**src/sv/lkpc_pkg.sv**
```systemverilog
// Package for the lamp key and proximity controller: codes, defaults and shared types.
package lkpc_pkg;

  localparam logic [1:0] MODE_OFF    = 2'd0;
  localparam logic [1:0] MODE_HALF   = 2'd1;
  localparam logic [1:0] MODE_FULL   = 2'd2;
  localparam logic [1:0] MODE_UNUSED = 2'd3;

  localparam logic [2:0] STEP_IDLE    = 3'd0;
  localparam logic [2:0] STEP_QUIET   = 3'd1;
  localparam logic [2:0] STEP_RISING  = 3'd2;
  localparam logic [2:0] STEP_HOLD    = 3'd3;
  localparam logic [2:0] STEP_RELEASE = 3'd4;

  localparam int CFG_INDEX_W = 3;
  localparam int CFG_DATA_W  = 16;

  localparam logic [CFG_INDEX_W-1:0] REG_DEBOUNCE_MS     = 3'd0;
  localparam logic [CFG_INDEX_W-1:0] REG_LONG_PRESS_MS   = 3'd1;
  localparam logic [CFG_INDEX_W-1:0] REG_SLEEP_MS        = 3'd2;
  localparam logic [CFG_INDEX_W-1:0] REG_IR_QUIET_MS     = 3'd3;
  localparam logic [CFG_INDEX_W-1:0] REG_IR_DETECT_LEVEL = 3'd4;
  localparam logic [CFG_INDEX_W-1:0] REG_IR_ABORT_LEVEL  = 3'd5;
  localparam logic [CFG_INDEX_W-1:0] REG_IR_RISE_STEP    = 3'd6;

  localparam logic [7:0]  DEF_DEBOUNCE_MS     = 8'd35;
  localparam logic [15:0] DEF_LONG_PRESS_MS   = 16'd2000;
  localparam logic [15:0] DEF_SLEEP_MS        = 16'd5000;
  localparam logic [7:0]  DEF_IR_QUIET_MS     = 8'd20;
  localparam logic [9:0]  DEF_IR_DETECT_LEVEL = 10'd30;
  localparam logic [9:0]  DEF_IR_ABORT_LEVEL  = 10'd200;
  localparam logic [3:0]  DEF_IR_RISE_STEP    = 4'd5;

  typedef struct packed {
    logic [7:0]  debounce_ms;
    logic [15:0] long_press_ms;
    logic [15:0] sleep_ms;
    logic [7:0]  ir_quiet_ms;
    logic [9:0]  ir_detect_level;
    logic [9:0]  ir_abort_level;
    logic [3:0]  ir_rise_step;
  } cfg_t;

  typedef struct packed {
    logic        stable_key;
    logic [7:0]  debounce_count;
    logic        key_held;
    logic        key_edge;
    logic        press_pending;
    logic [15:0] press_count;
    logic [1:0]  lamp_mode;
    logic [1:0]  saved_mode;
    logic        sensing_on;
    logic [2:0]  gesture_step;
    logic [15:0] gesture_score;
    logic [15:0] idle_count;
  } state_t;

  typedef struct packed {
    logic [1:0] lamp_level;
    logic       emitter_on;
    logic       sleep_request;
  } result_t;

endpackage

```
**src/sv/lamp_key_and_proximity_controller.sv**
```systemverilog
// Top level of the lamp key and proximity controller: handshakes, settings and result register.
// A request is held in the input stage and moves into the result register once that is free.
// Throughput: one request per cycle; a result left waiting holds the request in the input stage.
// The core state is updated by the per-tick logic between those registers.
// Synchronous active-high reset clears the core state, empties both stages and loads the
// default settings.
module lamp_key_and_proximity_controller import lkpc_pkg::*; (
  input  logic                   clk,
  input  logic                   rst,
  input  logic                   in_valid,
  output logic                   in_ready,
  input  logic                   key_level,
  input  logic                   ir_level,
  output logic                   out_valid,
  input  logic                   out_ready,
  output logic [1:0]             lamp_level,
  output logic                   emitter_on,
  output logic                   sleep_request,
  input  logic                   cfg_write,
  input  logic [CFG_INDEX_W-1:0] cfg_index,
  input  logic [CFG_DATA_W-1:0]  cfg_data
);

  cfg_t    cfg;
  result_t result;
  logic    s1_valid;
  logic    s1_key;
  logic    s1_ir;
  logic    advance;

  assign advance  = s1_valid && (!out_valid || out_ready);
  assign in_ready = !s1_valid || advance;

  always_ff @(posedge clk) begin
    if (rst) begin
      cfg.debounce_ms     <= DEF_DEBOUNCE_MS;
      cfg.long_press_ms   <= DEF_LONG_PRESS_MS;
      cfg.sleep_ms        <= DEF_SLEEP_MS;
      cfg.ir_quiet_ms     <= DEF_IR_QUIET_MS;
      cfg.ir_detect_level <= DEF_IR_DETECT_LEVEL;
      cfg.ir_abort_level  <= DEF_IR_ABORT_LEVEL;
      cfg.ir_rise_step    <= DEF_IR_RISE_STEP;
    end else if (cfg_write) begin
      unique case (cfg_index)
        REG_DEBOUNCE_MS:     cfg.debounce_ms     <= cfg_data[7:0];
        REG_LONG_PRESS_MS:   cfg.long_press_ms   <= cfg_data;
        REG_SLEEP_MS:        cfg.sleep_ms        <= cfg_data;
        REG_IR_QUIET_MS:     cfg.ir_quiet_ms     <= cfg_data[7:0];
        REG_IR_DETECT_LEVEL: cfg.ir_detect_level <= cfg_data[9:0];
        REG_IR_ABORT_LEVEL:  cfg.ir_abort_level  <= cfg_data[9:0];
        REG_IR_RISE_STEP:    cfg.ir_rise_step    <= cfg_data[3:0];
        default: begin
        end
      endcase
    end
  end

  always_ff @(posedge clk) begin
    if (rst) begin
      s1_valid <= 1'b0;
    end else if (in_ready) begin
      s1_valid <= in_valid;
    end
  end

  always_ff @(posedge clk) begin
    if (in_valid && in_ready) begin
      s1_key <= key_level;
      s1_ir  <= ir_level;
    end
  end

  lkpc_core u_core (
    .clk     (clk),
    .rst     (rst),
    .cfg     (cfg),
    .step_en (advance),
    .key     (s1_key),
    .ir      (s1_ir),
    .result  (result)
  );

  always_ff @(posedge clk) begin
    if (rst) begin
      out_valid <= 1'b0;
    end else if (advance) begin
      out_valid <= 1'b1;
    end else if (out_ready) begin
      out_valid <= 1'b0;
    end
  end

  always_ff @(posedge clk) begin
    if (advance) begin
      lamp_level    <= result.lamp_level;
      emitter_on    <= result.emitter_on;
      sleep_request <= result.sleep_request;
    end
  end

  // A free result slot always lets the input stage take a new request.
  a_ready_when_free: assert property (@(posedge clk) disable iff (rst)
    (!out_valid || out_ready) |-> in_ready)
    else $error("input stage stalled with a free result slot");

  // A request in the input stage reaches the result register when it may move.
  a_advance_fills: assert property (@(posedge clk) disable iff (rst)
    advance |=> out_valid)
    else $error("processed request did not reach the result register");

  // The lamp drive never carries the unused code.
  a_lamp_code: assert property (@(posedge clk) disable iff (rst)
    out_valid |-> (lamp_level != MODE_UNUSED))
    else $error("lamp drive holds an unused code");

  // Without a new request the result register empties once its result is taken.
  a_drain: assert property (@(posedge clk) disable iff (rst)
    (out_valid && out_ready && !s1_valid) |=> !out_valid)
    else $error("result repeated after it was taken");

endmodule

```
**src/sv/lkpc_core.sv**
```systemverilog
// Controller state and the per-tick update of key, lamp, gesture and idle logic.
module lkpc_core import lkpc_pkg::*; (
  input  logic    clk,
  input  logic    rst,
  input  cfg_t    cfg,
  input  logic    step_en,
  input  logic    key,
  input  logic    ir,
  output result_t result
);

  state_t st;
  state_t st_next;

  always_comb begin
    logic [8:0]  dcount;
    logic [16:0] pcount;
    logic [16:0] icount;
    logic [16:0] gsum;
    logic        pressed;
    logic        sleep_req;
    logic        gesture_live;

    st_next   = st;
    dcount    = {1'b0, st.debounce_count} + 9'd1;
    pcount    = {1'b0, st.press_count};
    icount    = {1'b0, st.idle_count} + 17'd1;
    gsum      = '0;
    pressed   = 1'b0;
    sleep_req = 1'b0;

    if (st.press_pending) begin
      pcount = {1'b0, st.press_count} + 17'd1;
    end
    if (icount > {1'b0, cfg.sleep_ms}) begin
      icount    = '0;
      sleep_req = 1'b1;
    end

    if (key != st.stable_key) begin
      if (dcount > {1'b0, cfg.debounce_ms}) begin
        st_next.stable_key = key;
        dcount = '0;
      end
    end else begin
      pressed = ~st.stable_key;
      dcount = '0;
      st_next.key_edge = pressed & (pressed ^ st.key_held);
      st_next.key_held = pressed;
    end
    st_next.debounce_count = dcount[8] ? 8'hFF : dcount[7:0];

    if (st_next.key_held && st_next.key_edge) begin
      st_next.press_pending = 1'b1;
    end
    if (!st_next.key_held) begin
      pcount = '0;
      if (st_next.press_pending) begin
        st_next.press_pending = 1'b0;
        priority if (st.lamp_mode == MODE_HALF) begin
          st_next.lamp_mode = MODE_FULL;
        end else if (st.lamp_mode == MODE_FULL) begin
          st_next.lamp_mode = MODE_OFF;
        end else if (st.saved_mode == MODE_OFF) begin
          st_next.lamp_mode = MODE_HALF;
        end else begin
          st_next.lamp_mode = (st.saved_mode == MODE_HALF) ? MODE_FULL : MODE_HALF;
          st_next.saved_mode = MODE_OFF;
        end
      end
    end
    if (pcount > {1'b0, cfg.long_press_ms}) begin
      st_next.press_pending = 1'b0;
      pcount = '0;
      st_next.gesture_step = STEP_QUIET;
      st_next.gesture_score = '0;
      st_next.sensing_on = ~st.sensing_on;
    end
    st_next.press_count = pcount[16] ? 16'hFFFF : pcount[15:0];

    gesture_live = st_next.sensing_on &&
                   !(st_next.lamp_mode == MODE_OFF && st_next.saved_mode == MODE_OFF);
    if (gesture_live) begin
      unique case (st_next.gesture_step)
        STEP_QUIET: begin
          if (ir) begin
            gsum = {1'b0, st_next.gesture_score} + 17'd1;
            st_next.gesture_score = gsum[16] ? 16'hFFFF : gsum[15:0];
          end else begin
            if (st_next.gesture_score > {8'd0, cfg.ir_quiet_ms}) begin
              st_next.gesture_step = STEP_RISING;
            end
            st_next.gesture_score = '0;
          end
        end
        STEP_RISING: begin
          if (!ir) begin
            gsum = {1'b0, st_next.gesture_score} + {13'd0, cfg.ir_rise_step};
            st_next.gesture_score = gsum[16] ? 16'hFFFF : gsum[15:0];
          end else if (st_next.gesture_score != '0) begin
            st_next.gesture_score = st_next.gesture_score - 16'd1;
          end else begin
            st_next.gesture_step = STEP_QUIET;
          end
          if (st_next.gesture_score > {6'd0, cfg.ir_detect_level}) begin
            st_next.gesture_step = STEP_HOLD;
          end
        end
        STEP_HOLD: begin
          if (!ir) begin
            gsum = {1'b0, st_next.gesture_score} + 17'd1;
            st_next.gesture_score = gsum[16] ? 16'hFFFF : gsum[15:0];
          end else if (st_next.gesture_score != '0) begin
            st_next.gesture_score = st_next.gesture_score - 16'd1;
          end else begin
            st_next.gesture_step = STEP_RELEASE;
          end
          if (st_next.gesture_score > {6'd0, cfg.ir_abort_level}) begin
            st_next.gesture_score = '0;
            st_next.gesture_step = STEP_QUIET;
          end
        end
        STEP_RELEASE: begin
          st_next.gesture_step = STEP_QUIET;
          if (st_next.saved_mode == MODE_OFF) begin
            st_next.saved_mode = st_next.lamp_mode;
            st_next.lamp_mode = MODE_OFF;
          end else begin
            st_next.lamp_mode = st_next.saved_mode;
            st_next.saved_mode = MODE_OFF;
          end
        end
        default: begin
        end
      endcase
    end

    if (st_next.lamp_mode != MODE_OFF || st_next.sensing_on) begin
      st_next.idle_count = '0;
    end else begin
      st_next.idle_count = icount[15:0];
    end

    result.lamp_level = (st_next.lamp_mode == MODE_UNUSED) ? MODE_OFF : st_next.lamp_mode;
    result.emitter_on = st_next.sensing_on;
    result.sleep_request = sleep_req;
  end

  always_ff @(posedge clk) begin
    if (rst) begin
      st <= '0;
    end else if (step_en) begin
      st <= st_next;
    end
  end

endmodule
```
**config.mk**
```make
export PLATFORM = sky130hd
export DESIGN_NAME = lamp_key_and_proximity_controller
export DESIGN_NICKNAME = d
export VERILOG_FILES = /design/src/sv/lkpc_pkg.sv /design/src/sv/lamp_key_and_proximity_controller.sv /design/src/sv/lkpc_core.sv
export SDC_FILE = /design/constraint.sdc
export NUM_CORES = 1
export LEC_CHECK = 0
export BUFFER_PORTS_ARGS = -buffer_cell sky130_fd_sc_hd__buf_2
export CAP_MARGIN = 20
export CORE_MARGIN = 5
export CORE_UTILIZATION = 65
export CTS_BUF_LIST = sky130_fd_sc_hd__clkbuf_8
export DETAILED_ROUTE_END_ITERATION = 7
export MAX_ROUTING_LAYER = met4
export PLACE_DENSITY_LB_ADDON = 0.05
export SETUP_SLACK_MARGIN = 0.3
export SLEW_MARGIN = 15
export SYNTH_ARGS = -nofsm -noshare
export SYNTH_HDL_FRONTEND = slang
export SYNTH_SLANG_ARGS = --single-unit
```
**constraint.sdc**
```tcl
create_clock -name clk -period 8.33 [get_ports clk]
set_input_delay 0.833 -clock clk [delete_from_list [all_inputs] [get_ports clk]]
set_output_delay 0.833 -clock clk [all_outputs]
set_load 0.02 [all_outputs]
```
Word-level counts from Yosys, hierarchy flattened

Cells that the tools add are included.

Output and inout bits: 6
Register bits: 148
Input bits: 26

Bitwise logic cells: 4
Muxes and demuxes: 50
$lt $le $gt $ge: 6
Reduce and logical (&&, ||, !) cells: 26
$add $sub $neg: 6
Equal/unequal tests: 15

Operator list:

| kind                                                 | number |
|---|---|
| two-way mux 16 bit                                   | 13 |
| adder 16 x 1 -> 17 bit (second input constant)       | 3 |
| two-way mux 17 bit                                   | 3 |
| case mux 16 bit (3 select lines)                     | 1 |
| two-way mux 19 bit                                   | 2 |
| greater-than comparator 17 x 16 -> 1 bit             | 2 |
| greater-than comparator 16 x 10 -> 1 bit             | 2 |
| two-way mux 3 bit                                    | 7 |
| two-way mux 20 bit                                   | 1 |
| two-way mux 4 bit                                    | 5 |
| two-way mux 9 bit                                    | 2 |
| adder 16 x 4 -> 17 bit                               | 1 |
| greater-than comparator 16 x 8 -> 1 bit              | 1 |
| two-way mux 2 bit                                    | 8 |
| nonzero test 16 bit                                  | 1 |
| subtractor 16 x 1 -> 16 bit (second input constant)  | 1 |
| AND reduction 2 bit                                  | 7 |
| equality test 3 x 2 -> 1 bit (second input constant) | 4 |
| equality test 3 bit (second input constant)          | 4 |
| case mux 3 bit (4 select lines)                      | 1 |
| adder 8 x 1 -> 9 bit (second input constant)         | 1 |
| greater-than comparator 9 x 8 -> 1 bit               | 1 |
| two-way mux 8 bit                                    | 1 |
| equality test 3 x 1 -> 1 bit (second input constant) | 2 |
| other kinds (14)                                     | 33 |

Longest topological paths before layout

Depth after elaboration: 17
Mapped depth: 33

Cells and area by module

A second synthesis with hierarchy kept.

Cells, all modules: 1393
Area, all modules: 10943.0 sq um

Modules (own cells, without submodules):

| module                            | times used | cells an instance | area each (sq um) |
|---|---|---|---|
| lkpc_core                         | 1          | 1099              | 7756.2 |
| lamp_key_and_proximity_controller | 1          | 294               | 3186.8 |

Least setup slack after synthesis

OpenSTA, ideal clock, no wires.

Kind: register to register
Start: register u_core.st[40] (netlist bit)
End: register u_core.st[32] (netlist bit)
Setup slack: 1.359 ns
Setup time: 0.120 ns
Period minus slack after synthesis: 6.971 ns
Data arrival time: 6.852 ns
Path buffers: 2
Stages on the path, launching flop included: 33
Cell sequence: dfxtp_1 -> ha_1 -> nand4_1 -> or2_2 -> clkbuf_1 -> nor3_1 -> xnor2_1 -> nor2_1 -> ha_1 -> nand4_1 -> nor3_1 -> a211o_1 -> o21ai_1 -> nand3_1 -> ha_1 -> clkbuf_1 -> nor4b_1 -> nand2_1 -> nor3_1 -> a21oi_1 -> nand2_1 -> mux2_2 -> a22oi_1 -> ha_1 -> nor2b_1 -> o211ai_1 -> a21oi_1 -> or3_1 -> a21oi_1 -> o22ai_1 -> or4_1 -> o41a_1 -> o31a_1

Cells in the longest elaborated chain, start to end: 14
Elaborated cells between the ends (all ways): 36
Those cells by class: 4 x add/sub; 4 x order compare; 4 x eq/ne; 22 x mux; 2 x reduce/logical

RTL lines:

| item                                                           | RTL line                           | RTL |
|---|---|---|
| start, declared                                                | lkpc_core.sv:12                    | `state_t st;` |
| start signal, assigned                                         | lkpc_core.sv:153                   | `st <= st_next;` |
| adder 16 x 1 -> 17 bit                                         | lkpc_core.sv:33                    | `pcount = {1'b0, st.press_count} + 17'd1;` |
| two-way mux 17 bit (*)                                         | lkpc_core.sv:32                    | `if (st.press_pending) begin` |
| two-way mux 17 bit (*)                                         | lkpc_core.sv:56                    | `if (!st_next.key_held) begin` |
| greater-than comparator 17 x 16 -> 1 bit (*)                   | lkpc_core.sv:72                    | `if (pcount > {1'b0, cfg.long_press_ms}) begin` |
| two-way mux 20 bit (*)                                         | lkpc_core.sv:72                    |  |
| adder 16 x 1 -> 17 bit (tied with other cells)                 | lkpc_core.sv:111                   | `gsum = {1'b0, st_next.gesture_score} + 17'd1;` |
| two-way mux 16 bit (on tied branches)                          | --                                 |  |
| two-way mux 16 bit (on tied branches)                          | lkpc_core.sv:110, lkpc_core.sv:97  |  |
| two-way mux 16 bit                                             | lkpc_core.sv:84                    | `unique case (st_next.gesture_step)` |
| two-way mux 16 bit                                             | lkpc_core.sv:83                    | `if (gesture_live) begin` |
| greater-than comparator 16 x 10 -> 1 bit (on tied branches)    | lkpc_core.sv:118, lkpc_core.sv:105 |  |
| two-way mux 19 bit / two-way mux 3 bit (equally long branches) | lkpc_core.sv:118, lkpc_core.sv:105 |  |
| case mux 3 bit (4 select lines)                                | lkpc_core.sv:84                    |  |
| two-way mux 19 bit (*)                                         | lkpc_core.sv:83                    |  |

Every way passes the cells marked *; elsewhere a longest branch is shown, timed or not. The select of a mux whose other input is x is not followed.
A chain may end at the register's enable or synchronous reset.

Final worst setup path

Same ends and word-level chain as after synthesis.

==> flow_summary.ini <==
[status]
outcome = finished clean

[die]
design.portCount = 32
initial_core_util = 0.665
fp.dieH_um = 137
chipWidth_um = 137
rows = 46
die_area_um2 = 18900
core-area_um2 = 15900

[timing]
report.final.hold_viol_count = 0
grt_setup_unrepaired = false
fin_crit_sh = 0.909
fmax_ghz = 0.132
finClkSkew_ns = 0.0235
drv_slew = 0
slew_headroom = 0.261
setup_viol = 0
finalSetupTns_ns = 0
worst_slew_pin_slew_ns = 1.10
final.min_clock_period_ns = 7.57

[critical_path]
worst-path-stages = 30
crit_start = u_core.st[40]
critPathTopFamily = simple AND/OR/NAND/NOR gates
worstRegToRegCells = 30
path_class = reg2reg
r2r_start = u_core.st[40]
cp_num_buf_inv = 1
start_kind = flop
cp_max_fo = 10
worstPathRequired_ns = 8.69
slowest_stage = nor4_1
crit_path_end_kind = flop
crit_arrival_ns = 7.93
worst_path_largest_cell_delay_ns = 0.57

[clocking]
clk_pin_slew_ns = 0.09
holdBufCountCts = 0
cts_buffers = 17
cts_tree = built
clk_latency_ns = 0.47
clkSinkCount = 148
cts_root_buf = clkbuf_8
clockBufferDepth = 2
htree_levels = 4

[yosys]
yosys.area.top_type = dfxtp_1
synth_area_um2 = 10600
ys_seq_elements = 148
synth_ff_type = dfxtp_1
synth.top_cell.area_share = 0.269
synth_cells = 1445
synth-seq-area-share = 0.286
synth_nets = 1549
synthTopCellsByArea = dfxtp_1, ha_1, nand2_1
ys_warn_count = 0
async_flop_share = 0
synth_edf_count = 6
avgSynthCellArea_um2 = 7.31
yosysUniqueCellTypes = 73

[cells_and_area]
antennaDiodeCount = 0
fin_cells = 1645
area_growth_pct = 5.45
layout_common_cells = nand2_1, dfxtp_1, a21oi_1
fill_cells = 1416
layout_commonest_cell = nand2_1
final_layout_size_suffix_gt1_frac = 0.0714
nets = 1520

[drt]
ant_nets = 0
wire_per_inst_um = 18.4
wl_um = 30300
drt-pass1-iter-count = 7
drc = 0
drtIter0Drc = 1327
via_per_inst = 6.38
vias = 10500

[run]
cap_violations = 0

[min_path]
hold_path.startpoint = cfg[47]
hold_depth = 2
worstHoldPathType = reg2reg

[power]
vdd_drop_max_mv = 0.119
p_per_area_nw_per_um2 = 125
p_leak_uw = 0.00433

[placed_design]
port_buffers = 31
placed_cells = 1613
dp_hpwl_um = 21400
gp_congestion = 1.01

[global_routing]
overflow = 0
first_global_vias = 9730
grt_max_degree = 82
antenna_found_initial = 0
grt.total_usage = 0.339
grt_first_pass_wirelength_um = 49600
==> power by group <==
part / switching, µW / internal [µW] / leakage, µW
Clock: 313 / 223 / 0.000184
Sequential: 7.14 / 724 / 0.00121
Combinational: 84.6 / 36.2 / 0.00294
==> cell families after synthesis <==
family          count (synthesis)  synth area share
buf+inv                       176            0.0643
xor+xnor                       58            0.0481
fa+ha+maj                      78            0.0931
flops                         148             0.286
simple gates                  604             0.270
mux                            14            0.0148
compound gates                367             0.223
==> path summary, 6_finish.rpt <==
check	endpoint	slack [ns]
max	u_core.st[32]	0.76
min	cfg[47]	0.46
max reg2reg	u_core.st[32]	0.76
min reg2reg	cfg[47]	0.46
==> worst register-to-register path: cells and delay by family, from the launching register on <==
family | cells | cell delay [ns]
buffers and inverters | 1 | 0.18
AOI/OAI and AO/OA | 10 | 1.75
xor gates and xnor gates | 1 | 0.18
and+or+nand+nor | 13 | 3.45
adders and majority gates | 4 | 1.13
muxes | 1 | 0.38
DFF | 1 | 0.40
==> cells in the mapped netlist, drive strengths merged (12+ instances only) <==
library cell    n
and3           15
nor2          128
a211oi         19
and2           14
dfxtp         142
o211ai         38
o21ai          46
xnor2          34
nor3           41
nor4           13
ha             77
clkbuf         85
a21o           15
nand2         221
nor2b          18
buf            12
a21oi         136
o21a           14
inv            77
nand3          67
a31oi          15
nand4          35
xor2           24
==> registers in the layout, summed over array words and instances (netlist names) <==
signal and cells:
sleep_request 1, s1_valid 1, cfg 72, u_core.st 68, s1_ir 1, lamp_level 2
out_valid 1, s1_key 1, emitter_on 1
==> metrics by stage <==
stage	hold WS [ns]	setup slack (ns)	utilization	instance area (µm²)	power [µW]
after floorplan	0.436	1.36	-	10600	825
after global placement	0.441	0.876	0.677	10800	863
after detailed placement	0.446	0.643	0.677	10800	866
after CTS	0.459	0.608	0.700	11100	1390
after global routing	0.469	0.333	0.701	11100	1440
final	0.458	0.760	0.701	11100	1390
==> area by class of cell <==
type                    instances  area (µm²)  area share
clock inverters                14         119      0.0107
clock buffers                  18         248      0.0222
flip-flops and latches        148        3020       0.271
multi-input cells            1121        6890       0.618
inverters                      79         297      0.0266
repair buffers                 49         293      0.0263
well taps                     216         270      0.0243
==> repair_timing <==
action / 4_1_cts / 5_1_grt
setup endpoints to repair: 0 / 5
setup buffers: 0 / 0
gates resized for setup: 0 / 2
endpoints found under the hold margin: 0 / 0
==> layer usage <==
layer	up-vias	wire length (µm)	part of all wire	GRT usage
li1	5093	-	-	-
met1	4799	12800	0.42	0.432
met2	489	13800	0.46	0.524
met3	108	2180	0.072	0.0537
met4	0	1440	0.048	0.170
met5	-	0	0	-
(Power assumes the default switching activity.)
